<file path="src/hdl/ogg_page_deframer_unit_macros.svh">
// ----------------------------------------------------------------------------
// ogg_page_deframer_unit_macros
// Assertion helpers for the Ogg page deframer.
// Each takes a label, an antecedent, a consequent and a message string.
// ----------------------------------------------------------------------------
`ifndef OGG_PAGE_DEFRAMER_UNIT_MACROS_SVH
`define OGG_PAGE_DEFRAMER_UNIT_MACROS_SVH

// Same-cycle implication, checked outside reset.
`define OPD_ASSERT_NOW(label, ante, cons, msg) \
  label: assert property (@(posedge clk) disable iff (!rst_n) (ante) |-> (cons)) \
    else $error(msg);

// Next-cycle implication, checked outside reset.
`define OPD_ASSERT_NEXT(label, ante, cons, msg) \
  label: assert property (@(posedge clk) disable iff (!rst_n) (ante) |=> (cons)) \
    else $error(msg);

`endif

</file>
<file path="src/hdl/opd_pkg.sv">
// ----------------------------------------------------------------------------
// opd_pkg
// Types and constants shared by the Ogg page deframer.
// ----------------------------------------------------------------------------
package opd_pkg;

  typedef enum logic [1:0] {
    PH_HEADER   = 2'd0,
    PH_SEGMENTS = 2'd1,
    PH_PAYLOAD  = 2'd2
  } phase_t;

  typedef enum logic [2:0] {
    K_HEADER  = 3'd0,
    K_LENGTH  = 3'd1,
    K_PAYLOAD = 3'd2,
    K_ERROR   = 3'd3,
    K_END     = 3'd4
  } kind_t;

  // Index of the last header byte (segment count)
  localparam logic [4:0] HDR_LAST  = 5'd26;
  localparam logic [7:0] FULL_LACE = 8'd255;

  localparam logic [4:0] HDR_FLAGS     = 5'd5;
  localparam logic [4:0] HDR_GRAN_LO   = 5'd6;
  localparam logic [4:0] HDR_GRAN_HI   = 5'd13;
  localparam logic [4:0] HDR_SERIAL_LO = 5'd14;
  localparam logic [4:0] HDR_SERIAL_HI = 5'd17;
  localparam logic [4:0] HDR_SEQ_LO    = 5'd18;
  localparam logic [4:0] HDR_SEQ_HI    = 5'd21;
  localparam logic [4:0] HDR_PATTERN_N = 5'd4;

  // Capture pattern "OggS"
  function automatic logic [7:0] capture_byte(input logic [1:0] idx);
    logic [7:0] r;
    case (idx)
      2'd0:    r = 8'h4F;
      2'd1:    r = 8'h67;
      2'd2:    r = 8'h67;
      default: r = 8'h53;
    endcase
    return r;
  endfunction

endpackage

</file>
<file path="src/hdl/ogg_page_deframer_unit.sv">
// ----------------------------------------------------------------------------
// ogg_page_deframer_unit
// Ogg page deframer: header fields, packet lengths and payload bytes.
// ----------------------------------------------------------------------------
// Usage:
//   in_*  : one raw stream byte per transaction (in_tdata[7:0]).
//   out_* : zero or one result per input byte. out_tuser carries the kind
//           (header, packet length, payload byte, capture error, page end),
//           out_tlast marks the result that closes the page, out_tdata the
//           payload byte, packet length and header fields (zero elsewhere).
//   Output: results are registered; a result appears on out_* in the cycle after its byte is accepted.
//   Throughput: one byte per cycle while not stalled; the whole per-byte
//   update is a single 8/16-bit add and compare ahead of the result register.
//   Bytes that produce nothing (most header bytes, dropped trailing payload)
//   leave the result register untouched.
//   Stall: in_tready follows out_tready while a result is held, so a new
//   byte is taken in the same cycle the held result leaves.
//   Reset (rst_n low, synchronous): parser returns to header byte 0 and the
//   result register is emptied.
// ----------------------------------------------------------------------------
`include "ogg_page_deframer_unit_macros.svh"

module ogg_page_deframer_unit (
  input  logic         clk,
  input  logic         rst_n,
  input  logic         in_tvalid,
  output logic         in_tready,
  input  logic [7:0]   in_tdata,   // [7:0] stream_byte
  output logic         out_tvalid,
  input  logic         out_tready,
  output logic [159:0] out_tdata,  // [7:0] payload_byte, [23:8] packet_length,
                                   // [31:24] header_flags, [95:32] granule_position,
                                   // [127:96] stream_serial, [159:128] page_sequence
  output logic         out_tlast,  // page_end
  output logic [2:0]   out_tuser   // [2:0] kind
);

  // parser state
  opd_pkg::phase_t phase_r, phase_nxt;
  logic [4:0]  hcount_r, hcount_nxt;
  logic        ok_r, ok_nxt;
  logic [7:0]  flags_r, flags_nxt;
  logic [63:0] gran_r, gran_nxt;
  logic [31:0] serial_r, serial_nxt;
  logic [31:0] seq_r, seq_nxt;
  logic [7:0]  seg_left_r, seg_left_nxt;
  logic [15:0] open_len_r, open_len_nxt;
  logic [15:0] total_r, total_nxt;
  logic [15:0] closed_r, closed_nxt;
  logic [15:0] seen_r, seen_nxt;

  // result register
  logic         out_valid_r;
  logic [159:0] out_data_r;
  logic         out_last_r;
  logic [2:0]   out_kind_r;

  // per-byte result
  logic          res_valid;
  opd_pkg::kind_t res_kind;
  logic          res_last;
  logic [7:0]    res_byte;
  logic [15:0]   res_len;
  logic          res_hdr;

  logic        accept;
  logic [7:0]  b;
  logic [15:0] open_sum, total_sum, seen_inc;
  logic [7:0]  seg_dec;
  logic [4:0]  eff_count;
  logic        eff_ok, ok_upd, short_lace;

  assign b          = in_tdata;
  assign in_tready  = !out_valid_r || out_tready;
  assign accept     = in_tvalid && in_tready;
  assign short_lace = (b != opd_pkg::FULL_LACE);
  assign open_sum   = open_len_r + {8'd0, b};
  assign total_sum  = total_r + {8'd0, b};
  assign seg_dec    = seg_left_r - 8'd1;
  assign seen_inc   = seen_r + 16'd1;

  // an unused phase code restarts the header at byte 0
  assign eff_count = (phase_r == opd_pkg::PH_HEADER) ? hcount_r : 5'd0;
  assign eff_ok    = (phase_r == opd_pkg::PH_HEADER) ? ok_r : 1'b1;
  assign ok_upd    = (eff_count < opd_pkg::HDR_PATTERN_N &&
                      b != opd_pkg::capture_byte(eff_count[1:0])) ? 1'b0 : eff_ok;

  // next state
  always_comb begin
    phase_nxt    = phase_r;
    hcount_nxt   = hcount_r;
    ok_nxt       = ok_r;
    flags_nxt    = flags_r;
    gran_nxt     = gran_r;
    serial_nxt   = serial_r;
    seq_nxt      = seq_r;
    seg_left_nxt = seg_left_r;
    open_len_nxt = open_len_r;
    total_nxt    = total_r;
    closed_nxt   = closed_r;
    seen_nxt     = seen_r;
    if (accept) begin
      unique case (phase_r)
        opd_pkg::PH_SEGMENTS: begin
          total_nxt    = total_sum;
          seg_left_nxt = seg_dec;
          open_len_nxt = short_lace ? 16'd0 : open_sum;
          if (short_lace) begin
            closed_nxt = total_sum;
          end
          if (seg_dec == 8'd0) begin
            if (total_sum == 16'd0) begin
              phase_nxt  = opd_pkg::PH_HEADER;
              hcount_nxt = 5'd0;
              ok_nxt     = 1'b1;
            end else begin
              phase_nxt = opd_pkg::PH_PAYLOAD;
              seen_nxt  = 16'd0;
            end
          end
        end
        opd_pkg::PH_PAYLOAD: begin
          seen_nxt = seen_inc;
          if (seen_inc >= total_r) begin
            phase_nxt  = opd_pkg::PH_HEADER;
            hcount_nxt = 5'd0;
            ok_nxt     = 1'b1;
          end
        end
        default: begin
          if (eff_count == opd_pkg::HDR_FLAGS) begin
            flags_nxt = b;
          end
          if (eff_count >= opd_pkg::HDR_GRAN_LO && eff_count <= opd_pkg::HDR_GRAN_HI) begin
            gran_nxt = {b, gran_r[63:8]};
          end
          if (eff_count >= opd_pkg::HDR_SERIAL_LO &&
              eff_count <= opd_pkg::HDR_SERIAL_HI) begin
            serial_nxt = {b, serial_r[31:8]};
          end
          if (eff_count >= opd_pkg::HDR_SEQ_LO && eff_count <= opd_pkg::HDR_SEQ_HI) begin
            seq_nxt = {b, seq_r[31:8]};
          end
          phase_nxt = opd_pkg::PH_HEADER;
          if (eff_count < opd_pkg::HDR_LAST) begin
            hcount_nxt = eff_count + 5'd1;
            ok_nxt     = ok_upd;
          end else begin
            hcount_nxt = 5'd0;
            ok_nxt     = 1'b1;
            if (ok_upd) begin
              seg_left_nxt = b;
              open_len_nxt = 16'd0;
              total_nxt    = 16'd0;
              closed_nxt   = 16'd0;
              seen_nxt     = 16'd0;
              if (b != 8'd0) begin
                phase_nxt = opd_pkg::PH_SEGMENTS;
              end
            end
          end
        end
      endcase
    end
  end

  // result for the byte on the input
  always_comb begin
    res_valid = 1'b0;
    res_kind  = opd_pkg::K_HEADER;
    res_last  = 1'b0;
    res_byte  = 8'd0;
    res_len   = 16'd0;
    res_hdr   = 1'b0;
    unique case (phase_r)
      opd_pkg::PH_SEGMENTS: begin
        res_valid = short_lace;
        res_kind  = opd_pkg::K_LENGTH;
        res_len   = open_sum;
        res_last  = (seg_dec == 8'd0) && (total_sum == 16'd0);
      end
      opd_pkg::PH_PAYLOAD: begin
        res_last = (seen_inc >= total_r);
        if (seen_r < closed_r) begin
          res_valid = 1'b1;
          res_kind  = opd_pkg::K_PAYLOAD;
          res_byte  = b;
        end else begin
          res_valid = res_last;
          res_kind  = opd_pkg::K_END;
        end
      end
      default: begin
        res_valid = (eff_count == opd_pkg::HDR_LAST);
        if (ok_upd) begin
          res_kind = opd_pkg::K_HEADER;
          res_hdr  = 1'b1;
          res_last = (b == 8'd0);
        end else begin
          res_kind = opd_pkg::K_ERROR;
        end
      end
    endcase
  end

  always_ff @(posedge clk) begin
    if (!rst_n) begin
      phase_r     <= opd_pkg::PH_HEADER;
      hcount_r    <= 5'd0;
      ok_r        <= 1'b1;
      seg_left_r  <= 8'd0;
      open_len_r  <= 16'd0;
      total_r     <= 16'd0;
      closed_r    <= 16'd0;
      seen_r      <= 16'd0;
      out_valid_r <= 1'b0;
    end else begin
      phase_r    <= phase_nxt;
      hcount_r   <= hcount_nxt;
      ok_r       <= ok_nxt;
      seg_left_r <= seg_left_nxt;
      open_len_r <= open_len_nxt;
      total_r    <= total_nxt;
      closed_r   <= closed_nxt;
      seen_r     <= seen_nxt;
      if (in_tready) begin
        out_valid_r <= accept && res_valid;
      end
    end
  end

  // header holds are fully rewritten before each header result
  always_ff @(posedge clk) begin
    flags_r  <= flags_nxt;
    gran_r   <= gran_nxt;
    serial_r <= serial_nxt;
    seq_r    <= seq_nxt;
    if (accept && res_valid) begin
      out_kind_r <= res_kind;
      out_last_r <= res_last;
      out_data_r <= res_hdr ? {seq_r, serial_r, gran_r, flags_r, res_len, res_byte}
                            : {136'd0, res_len, res_byte};
    end
  end

  assign out_tvalid = out_valid_r;
  assign out_tdata  = out_data_r;
  assign out_tlast  = out_last_r;
  assign out_tuser  = out_kind_r;

  `OPD_ASSERT_NOW(a_err_not_last,
    out_valid_r && out_kind_r == opd_pkg::K_ERROR, !out_last_r,
    "capture error result marked as page end")
  `OPD_ASSERT_NOW(a_end_is_last,
    out_valid_r && out_kind_r == opd_pkg::K_END, out_last_r,
    "page end result without tlast")
  `OPD_ASSERT_NOW(a_payload_nonempty,
    phase_r == opd_pkg::PH_PAYLOAD, total_r != 16'd0,
    "payload phase with empty page")
  `OPD_ASSERT_NOW(a_segments_left,
    phase_r == opd_pkg::PH_SEGMENTS, seg_left_r != 8'd0,
    "segment phase with no segments left")
  `OPD_ASSERT_NEXT(a_header_result,
    accept && phase_r == opd_pkg::PH_HEADER && hcount_r == opd_pkg::HDR_LAST,
    out_valid_r,
    "last header byte gave no result")

endmodule
</file>
<file path="config.mk">
export PLATFORM = sky130hd
export DESIGN_NAME = ogg_page_deframer_unit
export DESIGN_NICKNAME = d
export VERILOG_FILES = /design/src/hdl/opd_pkg.sv /design/src/hdl/ogg_page_deframer_unit.sv
export VERILOG_INCLUDE_DIRS = /design/src /design/src/hdl
export SDC_FILE = /design/constraint.sdc
export NUM_CORES = 1
export LEC_CHECK = 0
export BUFFER_PORTS_ARGS = -buffer_cell sky130_fd_sc_hd__buf_2
export CAP_MARGIN = 5
export CORE_UTILIZATION = 50
export CTS_CLUSTER_SIZE = 12
export DETAILED_ROUTE_END_ITERATION = 8
export GPL_ROUTABILITY_DRIVEN = 1
export GPL_TIMING_DRIVEN = 0
export PLACE_DENSITY = 0.7
export SLEW_MARGIN = 20
export SYNTH_ARGS = -nofsm -noshare
export SYNTH_HDL_FRONTEND = slang
export SYNTH_SLANG_ARGS = --single-unit
</file>
<file path="constraint.sdc">
create_clock -name clk -period 15.7 [get_ports clk]
set_clock_uncertainty 0.1 [all_clocks]
set_input_delay 0.785 -clock clk [delete_from_list [all_inputs] [get_ports clk]]
set_output_delay 0.785 -clock clk [all_outputs]
set_load 0.005 [all_outputs]
</file>
**Word level (Yosys, flattened, before mapping)**

Cells that the tools add are included.

- Register bits: 381
- Word-level logic and storage cells: 123
- Input bits: 12
- Output and inout bits: 166

- Bitwise logic cells: 2
- Muxes and demuxes: 46
- $lt $le $gt $ge: 10
- Add/sub/neg operators: 5
- Equal/unequal tests: 15
- Reduce and logical (&&, ||, !) cells: 28

Operators by type and width:

| kind | count |
|---|---|
| case mux 16 bit (2 select lines) | 4 |
| 2-to-1 mux 16 bit | 7 |
| adder 16 x 8 -> 16 bit | 2 |
| 2-to-1 mux 8 bit | 4 |
| 2-to-1 mux 5 bit | 5 |
| adder 16 x 1 -> 16 bit (second input constant) | 1 |
| >= comparator 16 bit | 1 |
| zero test 16 bit | 1 |
| zero test 8 bit | 2 |
| < comparator 16 bit | 1 |
| case mux 8 bit (2 select lines) | 1 |
| AND reduction 3 bit | 5 |
| 2-to-1 mux 1 bit | 13 |
| case mux 6 bit (2 select lines) | 1 |
| less-or-equal comparator 5 bit (second input constant) | 2 |
| != test 2 bit (second input constant) | 5 |
| case mux 5 bit (2 select lines) | 1 |
| AND reduction 5 bit | 2 |
| 2-to-1 mux 2 bit | 4 |
| != test 8 bit | 1 |
| != test 8 bit (second input constant) | 1 |
| AND reduction 4 bit | 2 |
| nonzero test 8 bit | 1 |
| subtractor 8 x 1 -> 8 bit (second input constant) | 1 |
| other kinds (25) | 38 |

**Logic depth before layout (Yosys ltp)**

- Depth after elaboration: 11
- Depth in mapped cells: 17
- Mapped depth without buffers: 16

**Worst setup path after synthesis**

Ideal clock, no wire load.

- Path type: reg2reg
- Start point: register phase_r[0]
- End point: register gran_r[0], enable pin
- Path buffers: 1
- Period minus slack after synthesis: 6780 ps
- Setup slack: 8920 ps
- Data arrival time: 6099 ps
- Data required time: 15018 ps
- Cell stages (with the launch flop): 11
- Library setup time: 582 ps
- Cell sequence: dfxtp_1 inv_1 ha_1 clkbuf_1 nand2_1 inv_1 ha_1 inv_1 o21ai_0 o21ai_0 a211oi_1

- Longest elaborated chain between the ends: 5
- Elaborated cells on any way between the ends: 10
- Classes of those cells: order compare (2); eq/ne (2); mux (1); bitwise (1); reduce/logical (4)

Ends and longest elaborated chain:

| item | line | text |
|---|---|---|
| from (decl) | ogg_page_deframer_unit.sv:39 | `opd_pkg::phase_t phase_r, phase_nxt;` |
| from (signal assigned) | ogg_page_deframer_unit.sv:208 | `phase_r <= opd_pkg::PH_HEADER;` |
| from (signal assigned) | ogg_page_deframer_unit.sv:218 | `phase_r <= phase_nxt;` |
| zero test 2 bit | ogg_page_deframer_unit.sv:83 | `assign eff_count = (phase_r == opd_pkg::PH_HEADER) ? hcount_r : 5'd0;` |
| 2-to-1 mux 5 bit | ogg_page_deframer_unit.sv:83 |  |
| >= comparator 5 x 3 -> 1 bit / less-or-equal comparator 5 x 4 -> 1 bit (equally long branches) | ogg_page_deframer_unit.sv:134 | `if (eff_count >= opd_pkg::HDR_GRAN_LO && eff_count <= opd_pkg::HDR_GRAN_HI) begin` |
| logical AND 1 bit | ogg_page_deframer_unit.sv:134 |  |
| AND reduction 3 bit (no line) * | n/a |  |
| to (signal assigned) | ogg_page_deframer_unit.sv:235 | `gran_r <= gran_nxt;` |
| to (decl) | ogg_page_deframer_unit.sv:43 | `logic [63:0] gran_r, gran_nxt;` |

Every way passes the cells marked *; elsewhere a longest branch is shown, timed or not.
A chain may end at the register's enable or synchronous reset.

**Worst setup path after layout**

- Start point: register seen_r[0]
- End point: register out_data_r[6], in the netlist out_tdata[6], enable pin

- Longest elaborated chain between the ends: 5
- Elaborated cells on any way between the ends: 6
- Classes of those cells: add/sub (1); order compare (2); mux (2); reduce/logical (1)

Ends and longest elaborated chain:

| item | line | text |
|---|---|---|
| from (decl) | ogg_page_deframer_unit.sv:50 | `logic [15:0] seen_r, seen_nxt;` |
| from (signal assigned) | ogg_page_deframer_unit.sv:225 | `seen_r <= seen_nxt;` |
| adder 16 x 1 -> 16 bit | ogg_page_deframer_unit.sv:80 | `assign seen_inc = seen_r + 16'd1;` |
| >= comparator 16 bit | ogg_page_deframer_unit.sv:183 | `res_last = (seen_inc >= total_r);` |
| 2-to-1 mux 1 bit * | ogg_page_deframer_unit.sv:184 | `if (seen_r < closed_r) begin` |
| case mux 1 bit (2 select lines) * | ogg_page_deframer_unit.sv:175 | `unique case (phase_r)` |
| logical AND 1 bit * | ogg_page_deframer_unit.sv:238 | `if (accept && res_valid) begin` |
| to (signal assigned) | ogg_page_deframer_unit.sv:241 | `out_data_r <= res_hdr ? {seq_r, serial_r, gran_r, flags_r, res_len, res_byte}` |
| to (decl) | ogg_page_deframer_unit.sv:54 | `logic [159:0] out_data_r;` |

Marked as above.

==> metrics.txt <==
reg2reg start=seen_r[0]; Placer Congestion=0.895; vias per cell=5.55; hold path cells=0; total CTS buffers=40; I/O Buffers=176; vias in the first global route=10.3k; grt ovf=0; Post-CTS Resized=0; die area=0.0328 mm^2; Seq/Total Area, Yosys=66.3%; grt peak-use layer=met2; post-CTS setup buffer count=0; Via Count=10.7k; ant diodes=0; Yosys cell types=between 60 and 70; CP arrival=between 4 and 5 ns; I/O pins=178; area share of and/or/nand/nor cells after synthesis=15.1%; cell area after layout=between 0.015 and 0.02 mm^2; largest cells by area after synthesis=edfxtp_1, dfxtp_1, and2_1; Max Buffers Root-to-Sink=3; Ys Warns=0; grt met2 use=37.6%; status=completed; Logic pwr share=2.6%; Min-Delay Startpoint=gran_r[34]; Worst-Skew Late Latency=0.52 ns; crit-path cells=ha_1 > nor2b_1 > or2_2 > ha_1 > a21o_1 > a31oi_1 > o21ai_0 > a2111o_1 > a211oi_1 > inv_1 > o21bai_1 > a21o_1 > inv_8 > buf_16; relative slew slack=between 20 and 25%; Synth async-reset ratio=0%; Routed Antenna Nets=0; Fmax=0.220 GHz; clock sink count=381; most frequent cells in the layout=edfxtp_1, buf_2, and2_1, dfxtp_1, a21oi_1; pwr/cell area=107 mW/mm^2; Synth Area in Adders=around 4.6%; drt wl/cell=between 15 and 20 um; Max Cap Violations=0; CP Max Fanout=96; Placed Cells=1853; CTS clk-pin slew, worst paths=approximately 0.060 ns; fin crit period=4.54 ns; Final Hold Viols=0; final std cells w/o fill=1921; post-synthesis mux area share=less than 1%; Worst EP required=15.79 ns; type of origin of the critical path=register; worst slew pin tran=roughly 1.1 ns; Seq pwr share=approximately 54%; final WL=36500 um; top cell type's share of synthesized area=56.1%; Compound-Gate Fraction of Synth Area=8.62%; main combinational cell family by area after synthesis=simple AND/OR/NAND/NOR gates; cells on worst reg2reg path=14; Setup TNS=0 ns; RSZ-0062 raised after global routing=no; LEAKAGE=6.95 nW; Max IR drop VDD=0.0838 mV; Synth Flop Type=edfxtp_1; element type at the critical path end=register; Root Buffer=clkbuf_16; Min-Delay Endpoint=gran_r[26]; GR Layer Usage met3=3.31%; CTS H-tree depth=2; Clock Power Share=44.0%; Die Ht=181 um; largest net degree at the start of global routing=97; XOR/XNOR Fraction of Synth Area=2.40%; fin crit share=28.9%; Synth Area per Inst=12.7 um^2; M1 GR Usage=just under 30%; first-pass GRT wire length=56700 um; Pre-antenna DRT Iters=7; share of cells above drive strength 1=17.8%; switching fraction of total power=20.1%; fin. max-slew vios=0; initial antenna violation count=0; Post-Syn Area=0.0160 mm^2; Reg-to-Reg End=out_tdata[6]; dpl cell area=approximately 0.018 mm^2; Final Core Density=59.7%; Worst path slowest cell=a211oi_1; Final nets=1563; Iteration-0 DRC Markers=865; Initial Util=~50%; Synth Instances=1262; commonest non-fill, non-tap cell in the layout=edfxtp_1; worst setup path category=register to register; setup violators final=0; post-synth net total=1332; sw power=407 uW; #FFs+latches synth=between 300 and 400; post-synth top area cell=edfxtp_1; TritonCTS clock tree=done; R2R Setup Slk=11.16 ns; worst stage delay on the critical path=0.59 ns; Fill cells=2525; total power=2.03 mW; Post-synth EDFFs=300; Hold Crit Class=register to register; Cell Rows=65; DP Wirelength=around 26000 um; core area=0.0316 mm^2; # hold bufs at CTS=0; Die W=181 um; Area growth syn-to-layout=17.5%; Internal=1.62 mW; DRC violations left=0; total track usage=between 20% and 30%
flip-flops by register name, summed over array words and instances, names as in the netlist, 8 cells and up:
| name | count |
|---|---|
| total_r | 16 |
| serial_r | 32 |
| gran_r | 64 |
| out_tdata | 160 |
| open_len_r | 16 |
| flags_r | 8 |
| closed_r | 16 |
| seq_r | 32 |
| seen_r | 16 |
| seg_left_r | 8 |
cell usage after synthesis, drive strengths merged (3+ instances only):
cell type  count
dfxtp         81
nor2b          5
buf            6
a211oi        10
ha            56
nand4         16
or2            3
a21oi         76
and3          19
o21bai         5
o41ai          3
inv           59
nor4           7
or4            3
nor3b          5
nor2          72
clkbuf        48
o21a           3
nor3          23
a21o          19
o2111ai        3
a22oi         19
or3            8
nand2         69
o211ai         7
mux2i          4
xor2          12
nand3         61
o211a          4
a31oi          6
o22ai          4
o21ai         30
and2         151
nand2b         4
edfxtp       300
a311oi         4
xnor2         32
power by group through the flow:
stage / clock network [mW] / logic (mW) / registers (mW)
2_1_floorplan: 0 / 0.0322 / 1.10
3_3_place_gp: 0 / 0.0498 / 1.10
3_5_place_dp: 0 / 0.0518 / 1.10
4_1_cts: 0.907 / 0.0519 / 1.08
5_1_grt: 0.946 / 0.0574 / 1.08
6_report: 0.890 / 0.0519 / 1.08
final cells by class:
cell class / instances / area (um^2) / area share (%)
Tap cell: 402 / 503 / 2.67
Multi-Input combinational cell: 768 / 5030 / 26.7
Timing Repair Buffer: 189 / 1030 / 5.46
Buffer: 54 / 210 / 1.12
Sequential cell: 381 / 10600 / 56.4
Clock inverter: 10 / 114 / 0.604
Inverter: 59 / 229 / 1.21
Clock buffer: 58 / 1100 / 5.86
logic make-up after synthesis:
logic type                 after synthesis
AOI/OAI and AO/OA                      210
xor gates and xnor gates                44
adders and majority gates               58
buffers and inverters                  113
DFF                                    381
muxes                                    5
and+or+nand+nor                        451
critical path, delay by kind of cell, from the launching register on:
family / cells / cell delay [ns]
AO/OA/AOI/OAI: 7 / 1.85
adder cells (fa/ha/maj): 2 / 0.66
buffers and inverters: 3 / 0.57
flip-flops: 1 / 0.52
AND/OR/NAND/NOR: 2 / 0.40
metal layers:
layer	up-vias	share of wire, %
met5	-	0
met4	0	3.1
met3	82	5.6
met2	341	49
met1	5183	43
li1	5051	-
stage by stage:
| stage | hold slack, ns | setup slack [ns] |
|---|---|---|
| after floorplan | 0.317 | 8.92 |
| after global placement | 0.318 | 6.41 |
| after detailed placement | 0.325 | 10.91 |
| after CTS | 0.331 | 11.19 |
| after global routing | 0.337 | 11.00 |
| final | 0.337 | 11.16 |
worst max path at each step:
stage,start,end,slack [ns],depth (start not counted)
6_report,seen_r[0],out_tdata[6],11.16,14
5_1_grt,seen_r[0],out_tdata[45],11.00,14
4_1_cts,seen_r[1],out_tdata[107],11.19,14
3_5_place_dp,in_tdata[0],seen_r[7],10.91,13
3_3_place_gp,phase_r[0],gran_r[2],6.41,10
2_1_floorplan,phase_r[0],gran_r[0],8.92,10
Note: power is estimated with default switching activity, not from simulation.
